<file path="src/sbe_fifo.sv">
// ----------------------------------------------------------------------------
// sbe_fifo
// Small register queue with push/full and pop/empty sides.
// ----------------------------------------------------------------------------
module sbe_fifo #(
  parameter int WIDTH = 8,
  parameter int DEPTH = 2
) (
  input  logic             clk,
  input  logic             rst,
  input  logic             push,
  output logic             full,
  input  logic [WIDTH-1:0] din,
  input  logic             pop,
  output logic             empty,
  output logic [WIDTH-1:0] dout
);

  localparam int PW = (DEPTH > 1) ? $clog2(DEPTH) : 1;
  localparam int CW = $clog2(DEPTH + 1);

  logic [WIDTH-1:0] slot [DEPTH];
  logic [PW-1:0]    wr_ptr;
  logic [PW-1:0]    rd_ptr;
  logic [CW-1:0]    count;
  logic             do_push;
  logic             do_pop;

  assign full    = (count == CW'(DEPTH));
  assign empty   = (count == '0);
  assign do_push = push && !full;
  assign do_pop  = pop && !empty;
  assign dout    = slot[rd_ptr];

  always_ff @(posedge clk) begin
    if (rst) begin
      wr_ptr <= '0;
      rd_ptr <= '0;
      count  <= '0;
    end else begin
      if (do_push) begin
        wr_ptr <= (wr_ptr == PW'(DEPTH - 1)) ? '0 : wr_ptr + PW'(1);
      end
      if (do_pop) begin
        rd_ptr <= (rd_ptr == PW'(DEPTH - 1)) ? '0 : rd_ptr + PW'(1);
      end
      if (do_push && !do_pop) begin
        count <= count + CW'(1);
      end else if (do_pop && !do_push) begin
        count <= count - CW'(1);
      end
    end
  end

  always_ff @(posedge clk) begin
    if (do_push) begin
      slot[wr_ptr] <= din;
    end
  end

endmodule

</file>
<file path="config.mk">
export PLATFORM = sky130hd
export DESIGN_NAME = sbe_fifo
export DESIGN_NICKNAME = d
export VERILOG_FILES = /design/src/sbe_fifo.sv
export SDC_FILE = /design/constraint.sdc
export NUM_CORES = 1
export LEC_CHECK = 0
export BUFFER_PORTS_ARGS = -buffer_cell sky130_fd_sc_hd__buf_2
export CORE_AREA = 2 2 56 58
export CTS_CLUSTER_DIAMETER = 30
export DETAILED_ROUTE_END_ITERATION = 10
export DIE_AREA = 0 0 58 60
export PLACE_DENSITY_LB_ADDON = 0.3
export SKIP_LAST_GASP = 1
export SLEW_MARGIN = 30
export SYNTH_ARGS = -nofsm -noshare
export SYNTH_HDL_FRONTEND = slang
export SYNTH_SLANG_ARGS = --single-unit
</file>
<file path="constraint.sdc">
create_clock -name clk -period 2.52 [get_ports clk]
set_clock_uncertainty 0.05 [all_clocks]
set_input_delay 0.504 -clock clk [delete_from_list [all_inputs] [get_ports clk]]
set_output_delay 0.504 -clock clk [all_outputs]
set_load 0.02 [all_outputs]
</file>
==> impl_metrics.ini <==
[outcome]
outcome = finished, final reports clean

[worst_hold_path]
hp-start = din[7]
hp-class = in -> reg
min_path_cells = 1
hold_path_end = slot[0][7]$_DFFE_PP_

[logic_synthesis]
synth_top_cells_by_count = edfxtp_1, mux2_2, dfxtp_1, nor2_1
ys_seq_area_share_pct = 73.2
synth_cell_type_count = 13
async_flop_share_pct = 0
synth_cells = 50
syn_area_sq_um = 793
synthTopCellsByArea = edfxtp_1, dfxtp_1, mux2_2
synth_warnings = 0
synth_most_common_cell = edfxtp_1
ys_ff_latch = 21
yosysTopAreaCellShare_pct = 60.6
yosysTopAreaCell = edfxtp_1
ys.flop_type = edfxtp_1
synth_fp_nets = 63
syn_area_per_cell_sq_um = 15.9
synth_edf_count = 16

[critical_path]
r2r_end = count[1]$_SDFFE_PP0P_
worstRegToRegCells = 4
crit_family = flip-flops
worstSetupPathType = reg -> out
crit_chain = mux2_2 > buf_2
r2r-start = count[0]$_SDFFE_PP0P_
worstPathRequired_ns = 1.97
cp_slowest_cell = dfxtp_1
cp-start-kind = flop
critPathCaptureType = output port
cpPeakStageDelay_ns = 0.56
path_buf_inv = 1
worstPathMaxFanout = 8
crit_arrival_ns = 1.40
ff2ff_setup_slack_ns = 0.86

[floorplan]
core_sq_um = 2900
io_pins = 22
die-area_sq_um = 3480
fp.dieH_um = 60
die_w_um = 58
start_util_pct = 27.3
placementRows = 20

[route]
viasPerCell = 4.29
wire_per_inst_um = 11.6
drt-total-wl_um = 1250
drc = 0
postRouteAntennaNets = 0
dr.pass1.iters = 4
num_vias = 459
dr.first_iter.drc_count = 12

[clock_network]
cts_tree = done
clock-sinks = 21
cts_resized = 0
h-tree-depth = 1
post_cts_buffers = 0
cts_hold_buf = 0
cts-root-buf = clkbuf_4
clock_path_buffers = 2
clk_latency_ns = 0.30
numCtsBuffers = 3
clkTransAtPathRegs_ns = 0.11

[timing]
finalSetupViolations = 0
fin_crit_sh_pct = 77.4
max_slew_margin_pct = 73.4
rsz0062_at_grt = false
hold_viol = 0
slew_violations = 0
worstMarginPinSlew_ns = 0.399
clock.fmax_ghz = 0.513
fin_crit_ns = 1.95
setup_tns_ns = 0

[global_routing]
grt_max_degree = 13
grt_antenna_before_repair = 0
grt_use_total_pct = 7.84
grt_pass1_wl_um = 1950
grt_pass1_vias = 453
grt-ovfl-total = 0

[pwr]
cellPowerDensity_nw_per_um2 = 1000
leakagePower_nw = 0.381
peakVddDrop_uv = 578

[layout]
drive_gt1_share_pct = 45.9
fin_util_pct = 33.1
layout.nets = 88
areaGrowthSynthToFinish_pct = 21.3
antennaDiodeCount = 0

[placed_design]
portBuffers = 21
gp_congestion = 0.669
place_hpwl_um = 876

[flow_run]
cap_violations = 0
[logic make-up after synthesis]
group	count (synthesis)	synth area share [%]
mux	8	11.4
flops	21	73.2
xor+xnor	3	3.31
buf+inv	3	1.58
simple gates	9	5.84
compound gates	5	3.15
fa+ha+maj	1	1.58
[worst reg2reg max path, stage by stage, from the launching register on]
cell	delay [ns]
dfxtp_1	0.38
o21ai_0	0.33
ha_1	0.33
or3_1	0.38
a21oi_1	0.14
[through the flow]
| step | setup WS [ns] | area [sq um] | std cells | hold WS [ns] | total power, W |
|---|---|---|---|---|---|
| 2_1_floorplan | 0.883 | 793 | 50 | 0.402 | 0.000722 |
| 3_3_place_gp | 0.845 | 935 | 103 | 0.415 | 0.000809 |
| 3_5_place_dp | 0.829 | 935 | 103 | 0.433 | 0.000815 |
| 4_1_cts | 0.512 | 962 | 107 | 0.321 | 0.000982 |
| 5_1_grt | 0.471 | 962 | 107 | 0.305 | 0.00102 |
| 6_report | 0.569 | 962 | 107 | 0.333 | 0.000963 |
[power breakdown]
part           internal, W  switching [W]
clock            0.0000592      0.0000989
combinational     0.000137       0.000181
sequential        0.000442      0.0000459
total             0.000638       0.000325
[cell usage in the layout (no fill, tap or decap)]
master / Yosys / layout
buf_2: 1 / 21
edfxtp_1: 16 / 16
mux2_2: 8 / 8
nor2_1: 5 / 5
dfxtp_1: 5 / 5
o21ai_0: 3 / 3
xor2_1: 3 / 3
clkbuf_4: 0 / 3
inv_1: 2 / 2
or3_1: 2 / 2
a21oi_1: 2 / 2
nor2b_2: 1 / 1
and2_1: 1 / 1
ha_1: 1 / 1
clkinv_2: 0 / 1
[worst max-delay path by stage]
stage	depth (start not counted)	end	slack, ns
after floorplan	5	count[1]$_SDFFE_PP0P_	0.88
after global placement	4	slot[0][0]$_DFFE_PP_	0.84
after detailed placement	4	slot[0][6]$_DFFE_PP_	0.83
after CTS	2	dout[0]	0.51
after global routing	2	dout[0]	0.47
final	2	dout[0]	0.57
[state kept, by name, indices dropped and copies added (netlist names), named ones only]
signal / cells
count: 2
rd_ptr: 1
slot: 16
wr_ptr: 1
[area by class of cell]
class                   instances  area [sq um]
clock buffers                   3          22.5
multi-input cells              26           200
flip-flops and latches         21           581
well taps                      33          41.3
fillers                       293          1940
inverters                       2          7.51
repair buffers                 21           105
clock inverters                 1          5.00
[per-layer routing]
layer	up-vias	routed length [um]	GRT usage, %
met2	18	574	12.3
met4	0	0	2.99
li1	229	-	-
met1	212	578	8.81
met3	0	92	4.55
met5	-	0	0
Note: power is estimated with default switching activity, not from simulation.
