--- config.mk ---
export PLATFORM = sky130hd
export DESIGN_NAME = sbe_front
export DESIGN_NICKNAME = d
export VERILOG_FILES = /design/src/sbe_pkg.sv /design/src/sbe_fifo.sv /design/src/sbe_front.sv
export SDC_FILE = /design/constraint.sdc
export NUM_CORES = 1
export LEC_CHECK = 0
export ABC_CLOCK_PERIOD_IN_PS = 4800
export BUFFER_PORTS_ARGS = -buffer_cell sky130_fd_sc_hd__buf_4
export CORE_MARGIN = 10
export CORE_UTILIZATION = 40
export CTS_CLUSTER_DIAMETER = 80
export CTS_CLUSTER_SIZE = 30
export DETAILED_ROUTE_END_ITERATION = 8
export PLACE_DENSITY = 0.63
export RECOVER_POWER = 100
export SLEW_MARGIN = 25
export SYNTH_ARGS = -nofsm -noshare
export SYNTH_HDL_FRONTEND = slang
export SYNTH_SLANG_ARGS = --single-unit
--- constraint.sdc ---
create_clock -name clk -period 4.8 [get_ports clk]
set_input_delay 0 -clock clk [delete_from_list [all_inputs] [get_ports clk]]
set_output_delay 0 -clock clk [all_outputs]
set_load 0.02 [all_outputs]
--- src/sbe_pkg.sv ---
// ----------------------------------------------------------------------------
// sbe_pkg
// Shared types, opcode and error codes, and a decode helper for the
// stack bytecode executor.
// ----------------------------------------------------------------------------
package sbe_pkg;

  localparam logic [3:0] OP_ICONST = 4'd0;
  localparam logic [3:0] OP_IADD   = 4'd1;
  localparam logic [3:0] OP_BEQ    = 4'd2;
  localparam logic [3:0] OP_CALL   = 4'd3;
  localparam logic [3:0] OP_CALLR  = 4'd4;
  localparam logic [3:0] OP_RET    = 4'd5;
  localparam logic [3:0] OP_LOCAL  = 4'd6;
  localparam logic [3:0] OP_PRINT  = 4'd7;
  localparam logic [3:0] OP_NOP    = 4'd8;
  localparam logic [3:0] OP_R2S    = 4'd9;
  localparam logic [3:0] OP_S2R    = 4'd10;

  localparam logic [1:0] ERR_OK    = 2'd0;
  localparam logic [1:0] ERR_OVER  = 2'd1;
  localparam logic [1:0] ERR_UNDER = 2'd2;
  localparam logic [1:0] ERR_REG   = 2'd3;

  typedef struct packed {
    logic        [3:0]  op;
    logic signed [31:0] arg_a;
    logic        [7:0]  arg_b;
  } in_item_t;

  typedef struct packed {
    logic        [11:0] next_addr;
    logic               print_valid;
    logic signed [31:0] print_value;
    logic        [1:0]  error;
  } out_item_t;

  // Classified instruction handed from front to back.
  typedef struct packed {
    logic [3:0]  op;
    logic [31:0] arg_a;
    logic [7:0]  arg_b;
    logic [1:0]  len;
    logic        reg_bad;
    logic        reg_sel;
  } dec_item_t;

  function automatic logic [1:0] op_len(input logic [3:0] op);
    logic [1:0] len;
    unique case (op)
      OP_ICONST, OP_BEQ, OP_LOCAL, OP_R2S, OP_S2R: len = 2'd2;
      OP_CALL, OP_CALLR:                           len = 2'd3;
      default:                                     len = 2'd1;
    endcase
    return len;
  endfunction

endpackage

--- src/sbe_fifo.sv ---
// ----------------------------------------------------------------------------
// sbe_fifo
// Small register queue with push/full and pop/empty sides.
// ----------------------------------------------------------------------------
module sbe_fifo #(
  parameter int WIDTH = 8,
  parameter int DEPTH = 2
) (
  input  logic             clk,
  input  logic             rst,
  input  logic             push,
  output logic             full,
  input  logic [WIDTH-1:0] din,
  input  logic             pop,
  output logic             empty,
  output logic [WIDTH-1:0] dout
);

  localparam int PW = (DEPTH > 1) ? $clog2(DEPTH) : 1;
  localparam int CW = $clog2(DEPTH + 1);

  logic [WIDTH-1:0] slot [DEPTH];
  logic [PW-1:0]    wr_ptr;
  logic [PW-1:0]    rd_ptr;
  logic [CW-1:0]    count;
  logic             do_push;
  logic             do_pop;

  assign full    = (count == CW'(DEPTH));
  assign empty   = (count == '0);
  assign do_push = push && !full;
  assign do_pop  = pop && !empty;
  assign dout    = slot[rd_ptr];

  always_ff @(posedge clk) begin
    if (rst) begin
      wr_ptr <= '0;
      rd_ptr <= '0;
      count  <= '0;
    end else begin
      if (do_push) begin
        wr_ptr <= (wr_ptr == PW'(DEPTH - 1)) ? '0 : wr_ptr + PW'(1);
      end
      if (do_pop) begin
        rd_ptr <= (rd_ptr == PW'(DEPTH - 1)) ? '0 : rd_ptr + PW'(1);
      end
      if (do_push && !do_pop) begin
        count <= count + CW'(1);
      end else if (do_pop && !do_push) begin
        count <= count - CW'(1);
      end
    end
  end

  always_ff @(posedge clk) begin
    if (do_push) begin
      slot[wr_ptr] <= din;
    end
  end

endmodule

--- src/sbe_front.sv ---
// ----------------------------------------------------------------------------
// sbe_front
// Accept instructions, classify them (length, register check) and queue
// them for the execute side.
// ----------------------------------------------------------------------------
module sbe_front (
  input  logic               clk,
  input  logic               rst,
  input  logic               push,
  output logic               full,
  input  sbe_pkg::in_item_t  in_item,
  input  logic               take,
  output logic               empty,
  output sbe_pkg::dec_item_t head
);

  sbe_pkg::dec_item_t dec;

  always_comb begin
    dec.op      = in_item.op;
    dec.arg_a   = in_item.arg_a;
    dec.arg_b   = in_item.arg_b;
    dec.len     = sbe_pkg::op_len(in_item.op);
    dec.reg_bad = |in_item.arg_a[31:1];
    dec.reg_sel = in_item.arg_a[0];
  end

  sbe_fifo #(
    .WIDTH($bits(sbe_pkg::dec_item_t)),
    .DEPTH(2)
  ) u_queue (
    .clk  (clk),
    .rst  (rst),
    .push (push),
    .full (full),
    .din  (dec),
    .pop  (take),
    .empty(empty),
    .dout (head)
  );

endmodule

==> results of run 1 <==
worst register-to-register path, delay by kind of cell, from the launching register on:
family / cells / cell delay (ns)
DFF: 1 / 0.38
buffers and inverters: 1 / 0.66
and+or+nand+nor: 2 / 0.48
synth_stat cells, types with 2 or more instances:
master	n
a21oi_1	3
buf_2	2
buf_4	4
dfxtp_1	5
edfxtp_1	94
inv_1	2
mux2_2	47
nand2_1	2
nor2_1	6
nor4_1	6
o21ai_0	2
or3_1	2
xor2_1	4
where the power goes:
part,total [mW],leakage [nW],internal (mW),switching [mW]
Clock,0.518,0.0966,0.239,0.279
Sequential,1.17,0.912,1.09,0.0844
Combinational,0.667,0.639,0.271,0.396
layout make-up:
type                       count  share of cell area [%]
sequential                    99                    59.3
timing repair buffer         142                    18.4
multi-input combinational     82                    15.4
tap                          111                    2.82
clock buffer                   9                    2.52
clock inverter                 7                    1.40
inverter                       2                   0.178
metal layers:
| layer | up-vias | GRT usage [%] | routed length (um) | share of wire (%) |
|---|---|---|---|---|
| met1 | 1057 | 13.2 | 3290 | 41 |
| met4 | 0 | 3.00 | 65 | 0.81 |
| li1 | 1035 | - | - | - |
| met5 | - | 0 | 0 | 0 |
| met2 | 62 | 21.2 | 4220 | 52 |
| met3 | 5 | 4.73 | 469 | 5.8 |
through the flow:
step,utilization [%],instances
floorplan,-,189
global placement,49.8,391
detailed placement,49.8,391
CTS,56.8,452
global route,53.8,452
finish,53.8,452
state kept, by name (all words and copies together) (netlist names), named ones only:
signal	flops
u_queue.count	2
u_queue.rd_ptr	1
u_queue.slot	94
u_queue.wr_ptr	1
how the worst max path moves through the flow:
stage	cells after the start	to	slack (ns)
2_1_floorplan	3	u_queue.slot[1][10]	2.56
3_3_place_gp	3	u_queue.slot[0][13]	2.76
3_5_place_dp	3	u_queue.slot[0][10]	2.69
4_1_cts	3	u_queue.slot[0][19]	2.67
5_1_grt	2	head[7]	1.66
6_report	2	head[16]	1.92
kinds of logic after synthesis:
| group | count (synthesis) | synth area share [%] |
|---|---|---|
| AO/OA/AOI/OAI | 8 | 1.24 |
| XOR/XNOR | 4 | 0.940 |
| adder cells (fa/ha/maj) | 1 | 0.336 |
| buffers and inverters | 8 | 1.28 |
| flip-flops | 99 | 78.5 |
| multiplexers | 47 | 14.2 |
| AND/OR/NAND/NOR | 22 | 3.53 |
what timing repair did:
action / in CTS / in global routing
endpoints found under the setup margin: 0 / 0
hold endpoints to repair: 95 / 0
resized for setup: 0 / 0
hold buffers: 45 / 0
==> reports/results.tsv, run 1 <==
metric	value	unit
cts_buffers	9	
synth_nets	238	
viasPerCell	4.78	
rrSetupSlack	2.74	ns
worst_path_max_delay_cell	dfxtp_1	
wl_per_cell	17.8	um
diodes	0	
cts.root.buffer_cell	clkbuf_8	
first_iter_violations	102	
cts_max_level	3	
power_density	478	mW/mm2
max_freq	0.347	GHz
top_level_ports	98	
route.detailed.drc	0	
final_common_cell	edfxtp_1	
post-cts-setup-buffers	0	
hold_ws	0.0588	ns
cap_violations	1	
rsz0062_at_grt	false	
ant_nets	0	
final_cell_mix	94 x edfxtp_1, 73 x clkbuf_1, 45 x dlygate4sd3_1	
routed_wl	8.05	mm
worstMarginPinSlew	2.19	ns
fillers	843	
gp_congestion	0.709	
finClkSkew	0.00935	ns
yosys_register_bits	99	
clkTransAtPathRegs	0.09	ns
status	finished, violations left	
initial_core_util	40.7	%
ys.flop_type	edfxtp_1	
core	0.00915	mm2
worst_r2r_endpoint	u_queue.slot[0][37]	
start_kind	flip-flop	
vdd_ir_drop_max	0.316	mV
critPathRequiredTime	4.80	ns
crit_path_end_kind	primary output	
synth_edf_count	94	
async_flop_share	0	%
grt_first_pass_wirelength	12.4	mm
path_class	flip-flop to primary output	
worstSkewPairLatency	0.35	ns
hp-start	push	
cpLargestDelayFamily	flip-flops	
cts_tree	yes	
yosys.area.top_type_share	75.8	%
tns	0	ns
drive_gt1_share	23.8	%
synth_area_leaders	edfxtp_1 76%, mux2_2 14%, dfxtp_1 2.7%, nor4_1 1.0%, xor2_1 0.94%	
path_cells	mux2_2, clkbuf_1	
critPathArrivalTime	2.88	ns
min_path_type	input pin to flip-flop	
numPortBuffers	97	
grt_antenna_before_repair	0	
track_usage	12.0	%
route.vias.total	2159	
drv_slew	48	
cpPeakStageDelay	1.81	ns
setup_viol	0	
syn_area_per_cell	19.7	um2
path_buf_inv	1	
dpl_worst_slack	2.69	ns
maxSlewHeadroom	-46.0	%
synth_cell_type_count	23	
fin_ws	1.92	ns
dp.final_hpwl	5.06	mm
die_height	117	um
area_delta_synth_final	32.2	%
cts_buffer_depth	2	
post_dp_cell_area	0.00456	mm2
seq_area	0.00292	mm2
dr.pass1.iters	4	
hold_depth	4	
yosysWarnings	0	
ff2ff_path_depth	3	
power.leakage	1.65	nW
yosysSeqAreaShare	78.5	%
power.total	2.36	mW
die-area	0.0136	mm2
die_w	117	um
rows	35	
timing.final.crit_period	2.88	ns
finalCritPeriodShare	60.0	%
post-synth-top-area-cell	edfxtp_1	
grt_pass1_vias	2406	
violations	capacitance limit, slew limit	
grt_max_degree	48	
multi_input_comb_area	757	um2
mappedNetlistArea	0.00372	mm2
cts.sinks	99	
holdPathEnd	u_queue.wr_ptr	
fin_nets	385	
finalHoldViolations	0	
crit_path_max_fanout	47	
fin_area	0.00492	mm2
grt_overflow	0	
postSynthCellCount	189	
reg2reg_from	u_queue.count[1]	
Note: power is estimated with default switching activity, not from simulation.
==> inputs of run 2 (changes only) <==
ABC_CLOCK_PERIOD_IN_PS = 2400   (was 4800)
PLACE_DENSITY = 0.66   (was 0.63)
clock period = 2.4 ns   (was 4.8 ns; I/O delays follow)
==> reports/results.tsv, run 2 (same netlist as run 1, synthesis figures left out) <==
metric	value	unit	change
top_regs	u_queue.slot (94), u_queue.count (2)		unchanged
dr.pass1.iters	4		unchanged
route.vias.total	2209		was 2,159
cpPeakStageDelay	0.55	ns	was 1.81 ns
hold_ws	0.0366	ns	was 0.0588 ns
max_freq	0.530	GHz	
p_comb_share	30.2	%	was 28.3%
p_int	3.10	mW	was 1.60 mW
path_class	flip-flop to flip-flop		was flip-flop to primary output
fin_nets	390		was 385
critPathArrivalTime	1.87	ns	was 2.88 ns
multi_input_comb_area	756	um2	was 757 um2
power_density	946	mW/mm2	was 478 mW/mm2
ant_nets	0		unchanged
fillers	829		was 843
pwr-share-seq	48.8	%	was 49.7%
vdd_ir_drop_max	0.562	mV	was 0.316 mV
numPortBuffers	97		unchanged
die_w	117	um	unchanged
top_level_ports	98		unchanged
die_height	117	um	unchanged
finClkSkew	0.0101	ns	was 0.00935 ns
gp_congestion	0.743		was 0.709
maxSlewHeadroom	54.1	%	was -46.0%
track_usage	12.1	%	was 12.0%
timing.final.crit_period	1.89	ns	
dp.final_hpwl	5.33	mm	was 5.06 mm
min_path_type	input pin to flip-flop		unchanged
route.detailed.drc	0		unchanged
worst_path_max_delay_cell	clkbuf_2		was dfxtp_1
cts.sinks	99		unchanged
clkTransAtPathRegs	0.09	ns	about the same
cts_buffer_depth	2		unchanged
finalCritPeriodShare	78.7	%	
power.leakage	1.64	nW	was 1.65 nW
diodes	0		unchanged
initial_core_util	40.7	%	unchanged
seq_area	0.00292	mm2	about the same
drv_slew	0		was 48
cts_tree	yes		unchanged
drive_gt1_share	24.3	%	was 23.8%
cts_buffers	9		unchanged
viasPerCell	4.83		was 4.78
rsz0062_at_grt	false		unchanged
grt_overflow	0		unchanged
crit_path_max_fanout	26		was 47
cts_repair_resize_count	0		unchanged
core	0.00915	mm2	unchanged
cap_violations	0		was 1
clkPwrFrac	21.1	%	was 22.0%
setup_viol	0		unchanged
status	completed		was finished, violations left
path_cells	nor2b_1, or3_1, inv_1, clkbuf_2		was mux2_2, clkbuf_1
swShare	33.3	%	was 32.3%
tns	0	ns	unchanged
die-area	0.0136	mm2	unchanged
worstMarginPinSlew	0.688	ns	was 2.19 ns
area_delta_synth_final	32.1	%	was 32.2%
wl_per_cell	17.6	um	was 17.8 um
largest_reg_flops	94		unchanged
cts_max_level	3		unchanged
final_common_cell	edfxtp_1		unchanged
first_iter_violations	91		was 102
finalHoldViolations	0		unchanged
worstSkewPairLatency	0.35	ns	about the same
power_switching	1.55	mW	was 0.760 mW
grt_antenna_before_repair	0		unchanged
critPathRequiredTime	2.38	ns	was 4.80 ns
final_cell_mix	94 x edfxtp_1, 82 x clkbuf_1, 45 x dlygate4sd3_1		was 94 x edfxtp_1, 73 x clkbuf_1, 45 x dlygate4sd3_1
rows	35		unchanged
grt_max_degree	34		was 48
power.total	4.65	mW	was 2.36 mW
start_kind	flip-flop		unchanged
grt_pass1_vias	2393		was 2,406
crit_path_end_kind	flip-flop		was primary output
cts.root.buffer_cell	clkbuf_8		unchanged
regMostFlops	u_queue.slot		unchanged
grt_first_pass_wirelength	12.6	mm	was 12.4 mm
routed_wl	8.06	mm	was 8.05 mm
## run 2: changes by cell type in the layout (fill, tap and decap cells not counted), sizes merged
| cell | before | now |
|---|---|---|
| clkinv | 6 | 2 |
| clkbuf | 93 | 102 |
| inv | 1 | 5 |
| buf | 13 | 9 |
| bufinv | 1 | 0 |
| clkinvlp | 1 | 2 |
## run 2: final cells by class
cell class / count / area share [%]
repair buffers: 147 / 18.5
clock buffers: 9 / 2.52
clock inverters: 7 / 1.22
multi-input cells: 82 / 15.4
inverters: 2 / 0.153
well taps: 111 / 2.82
flip-flops and latches: 99 / 59.4
## run 2: path summary, 6_finish.rpt
path | to | cells after the start | start | slack (ns)
max reg2reg | u_queue.slot[0][21] | 4 | u_queue.count[0] | 0.51
max | u_queue.slot[0][21] | 4 | u_queue.count[0] | 0.51
min reg2reg | u_queue.wr_ptr | 2 | u_queue.wr_ptr | 0.49
min | u_queue.wr_ptr | 4 | push | 0.04
## run 2: timing repair
item | CTS | global route
hold endpoints to repair | 95 | 0
hold buffers | 45 | 0
buffers inserted | 0 | 0
## run 2: power groups by stage
stage	logic, mW	clock network (mW)	registers (mW)
2_1_floorplan	0.993	0	2.26
3_3_place_gp	1.61	0	2.30
3_5_place_dp	1.62	0	2.31
4_1_cts	1.68	1.02	2.27
5_1_grt	1.52	1.11	2.29
6_report	1.40	0.981	2.27
## run 2: worst max-delay path, delay by kind of cell (launching register included)
kind | cells | cell delay (ns)
buffers and inverters | 2 | 0.63
and+or+nand+nor | 2 | 0.45
DFF | 1 | 0.42
## run 2: metrics by stage
step | utilization, % | worst slack [ns] | instance area [um2] | instances
finish | 53.8 | 0.512 | 4920 | 457
global placement | 50.3 | 0.811 | 4600 | 396
global route | 53.8 | 0.382 | 4920 | 457
CTS | 57.2 | 0.571 | 5240 | 457
detailed placement | 50.3 | 0.770 | 4600 | 396
floorplan | - | 0.159 | 3720 | 189
## run 2: routing by layer
metal,part of all wire (%),global-route usage (%),vias up
met5,0,0,-
met4,1.1,3.84,0
met3,6.3,4.42,6
met2,50,20.4,65
met1,42,14.1,1089
li1,-,-,1049
==> inputs of run 3 (changes only) <==
ABC_CLOCK_PERIOD_IN_PS = 1800   (was 2400)
PLACE_DENSITY = 0.63   (was 0.66)
clock period = 1.8 ns   (was 2.4 ns; I/O delays follow)
==> reports/results.tsv, run 3 (same netlist as run 1, synthesis figures left out) <==
metric	value	unit	change
status	completed		unchanged
power.total	6.34	mW	was 4.65 mW
max_freq	0.596	GHz	
timing.final.crit_period	1.68	ns	
setup_viol	0		unchanged
start_kind	flip-flop		unchanged
crit_path_end_kind	primary output		was flip-flop
critPathArrivalTime	1.68	ns	was 1.87 ns
worst_r2r_endpoint	u_queue.slot[0][10]		was u_queue.slot[0][21]
regMostFlops	u_queue.slot		unchanged
gp_congestion	0.762		was 0.743
top_level_ports	98		unchanged
die_height	117	um	unchanged
area_delta_synth_final	34.6	%	was 32.1%
post-cts-setup-buffers	0		unchanged
cts.root.buffer_cell	clkbuf_8		unchanged
cts_repair_resize_count	0		unchanged
numPortBuffers	97		unchanged
cts.sinks	99		unchanged
cts_buffers	9		unchanged
crit_path_max_fanout	21		was 26
rsz0062_at_grt	false		unchanged
finClkSkew	0.0111	ns	was 0.0101 ns
initial_core_util	40.7	%	unchanged
diodes	0		unchanged
track_usage	12.3	%	was 12.1%
hp-start	push		unchanged
grt_overflow	0		unchanged
grt_antenna_before_repair	0		unchanged
seq_area	0.00292	mm2	unchanged
path_cells	buf_12, mux2_1, buf_4		was nor2b_1, or3_1, inv_1, clkbuf_2
finalCritPeriodShare	93.2	%	
drive_gt1_share	34.3	%	was 24.3%
worstMarginPinSlew	0.542	ns	was 0.688 ns
finalCoreUtilization	54.8	%	was 53.8%
holdPathEnd	u_queue.wr_ptr		unchanged
rrSetupSlack	0.16	ns	was 0.51 ns
path_class	flip-flop to primary output		was flip-flop to flip-flop
final_common_cell	edfxtp_1		unchanged
viasPerCell	4.76		was 4.83
dpl_worst_slack	0.286	ns	was 0.770 ns
routed_wl	8.05	mm	was 8.06 mm
wl_per_cell	17.6	um	about the same
cap_violations	0		unchanged
vdd_ir_drop_max	0.652	mV	was 0.562 mV
grt_pass1_vias	2452		was 2,393
ff2ff_path_depth	4		unchanged
fin_nets	391		was 390
die-area	0.0136	mm2	unchanged
power.leakage	1.76	nW	was 1.64 nW
finalHoldViolations	0		unchanged
rows	35		unchanged
cts_buffer_depth	2		unchanged
min_path_type	input pin to flip-flop		unchanged
reg2reg_from	u_queue.count[0]		unchanged
fillers	752		was 829
top_regs	u_queue.slot (94), u_queue.count (2)		unchanged
hold_depth	4		unchanged
cts_tree	yes		unchanged
worst_path_max_delay_cell	dfxtp_2		was clkbuf_2
core	0.00915	mm2	unchanged
fin_ws	0.123	ns	was 0.512 ns
ant_nets	0		unchanged
largest_reg_flops	94		unchanged
cpPeakStageDelay	0.55	ns	about the same
grt_max_degree	35		was 34
route.vias.total	2179		was 2,209
power_density	1260	mW/mm2	was 946 mW/mm2
dr.pass1.iters	4		unchanged
dp.final_hpwl	5.30	mm	was 5.33 mm
multi_input_comb_area	756	um2	unchanged
critPathRequiredTime	1.80	ns	was 2.38 ns
cts_max_level	3		unchanged
route.detailed.drc	0		unchanged
worstSkewPairLatency	0.36	ns	was 0.35 ns
tns	0	ns	unchanged
maxSlewHeadroom	63.6	%	was 54.1%
clkTransAtPathRegs	0.09	ns	about the same
drv_slew	0		unchanged
first_iter_violations	63		was 91
die_w	117	um	unchanged
final_cell_mix	94 x edfxtp_1, 45 x dlygate4sd3_1, 45 x clkbuf_1		was 94 x edfxtp_1, 82 x clkbuf_1, 45 x dlygate4sd3_1
grt_first_pass_wirelength	12.7	mm	was 12.6 mm
## run 3: cell types whose count changed in the layout (fill, tap and decap cells not counted), moves of 3 or more
| cell | change |
|---|---|
| buf_4 | +6 |
| clkbuf_1 | -37 |
| clkbuf_2 | +29 |
| inv_6 | +3 |
| mux2_1 | +3 |
| mux2_2 | -3 |
## run 3: final cells by class
class	count	area share [%]
inverters	2	0.225
well taps	111	2.77
clock inverters	7	1.15
repair buffers	148	20.0
clock buffers	9	2.47
multi-input cells	82	15.1
flip-flops and latches	99	58.3
## run 3: repair_timing
action	4_1_cts	5_1_grt
endpoints found under the hold margin	95	0
endpoints found under the setup margin	0	0
hold buffers	45	0
## run 3: stage by stage
step / instance area [um2] / instances / hold slack [ns]
floorplan: 3740 / 189 / 0.0691
global placement: 4670 / 397 / 0.188
detailed placement: 4670 / 397 / 0.189
CTS: 5300 / 458 / 0.0124
global route: 5010 / 458 / 0.0800
finish: 5010 / 458 / 0.0313
## run 3: critical path, delay by kind of cell (launching register included)
family	cells	cell delay, ns
multiplexers	1	0.37
buffers and inverters	2	0.40
flip-flops	1	0.55
## run 3: power breakdown
group	internal (mW)	switching, mW	leakage [nW]
clock network	0.528	0.786	0.0906
registers	2.89	0.122	0.912
logic	0.841	1.17	0.753
total	4.26	2.08	1.76
## run 3: worst max path at each step
stage               cells past startpoint        startpoint             endpoint
floorplan                               3  u_queue.count[1]  u_queue.slot[0][10]
global placement                        4  u_queue.count[0]  u_queue.slot[0][14]
detailed placement                      4  u_queue.count[0]  u_queue.slot[0][12]
finish                                  3         flip-flop             head[39]
global route                            4  u_queue.count[0]   u_queue.slot[0][7]
CTS                                     3         flip-flop             head[39]
## run 3: per-layer routing
| metal | vias to the layer above | part of all wire [%] | GRT usage (%) |
|---|---|---|---|
| met5 | - | 0 | 0 |
| met4 | 0 | 1.1 | 3.75 |
| met3 | 6 | 6.5 | 4.57 |
| met2 | 71 | 50 | 20.6 |
| met1 | 1051 | 42 | 14.4 |
| li1 | 1051 | - | - |
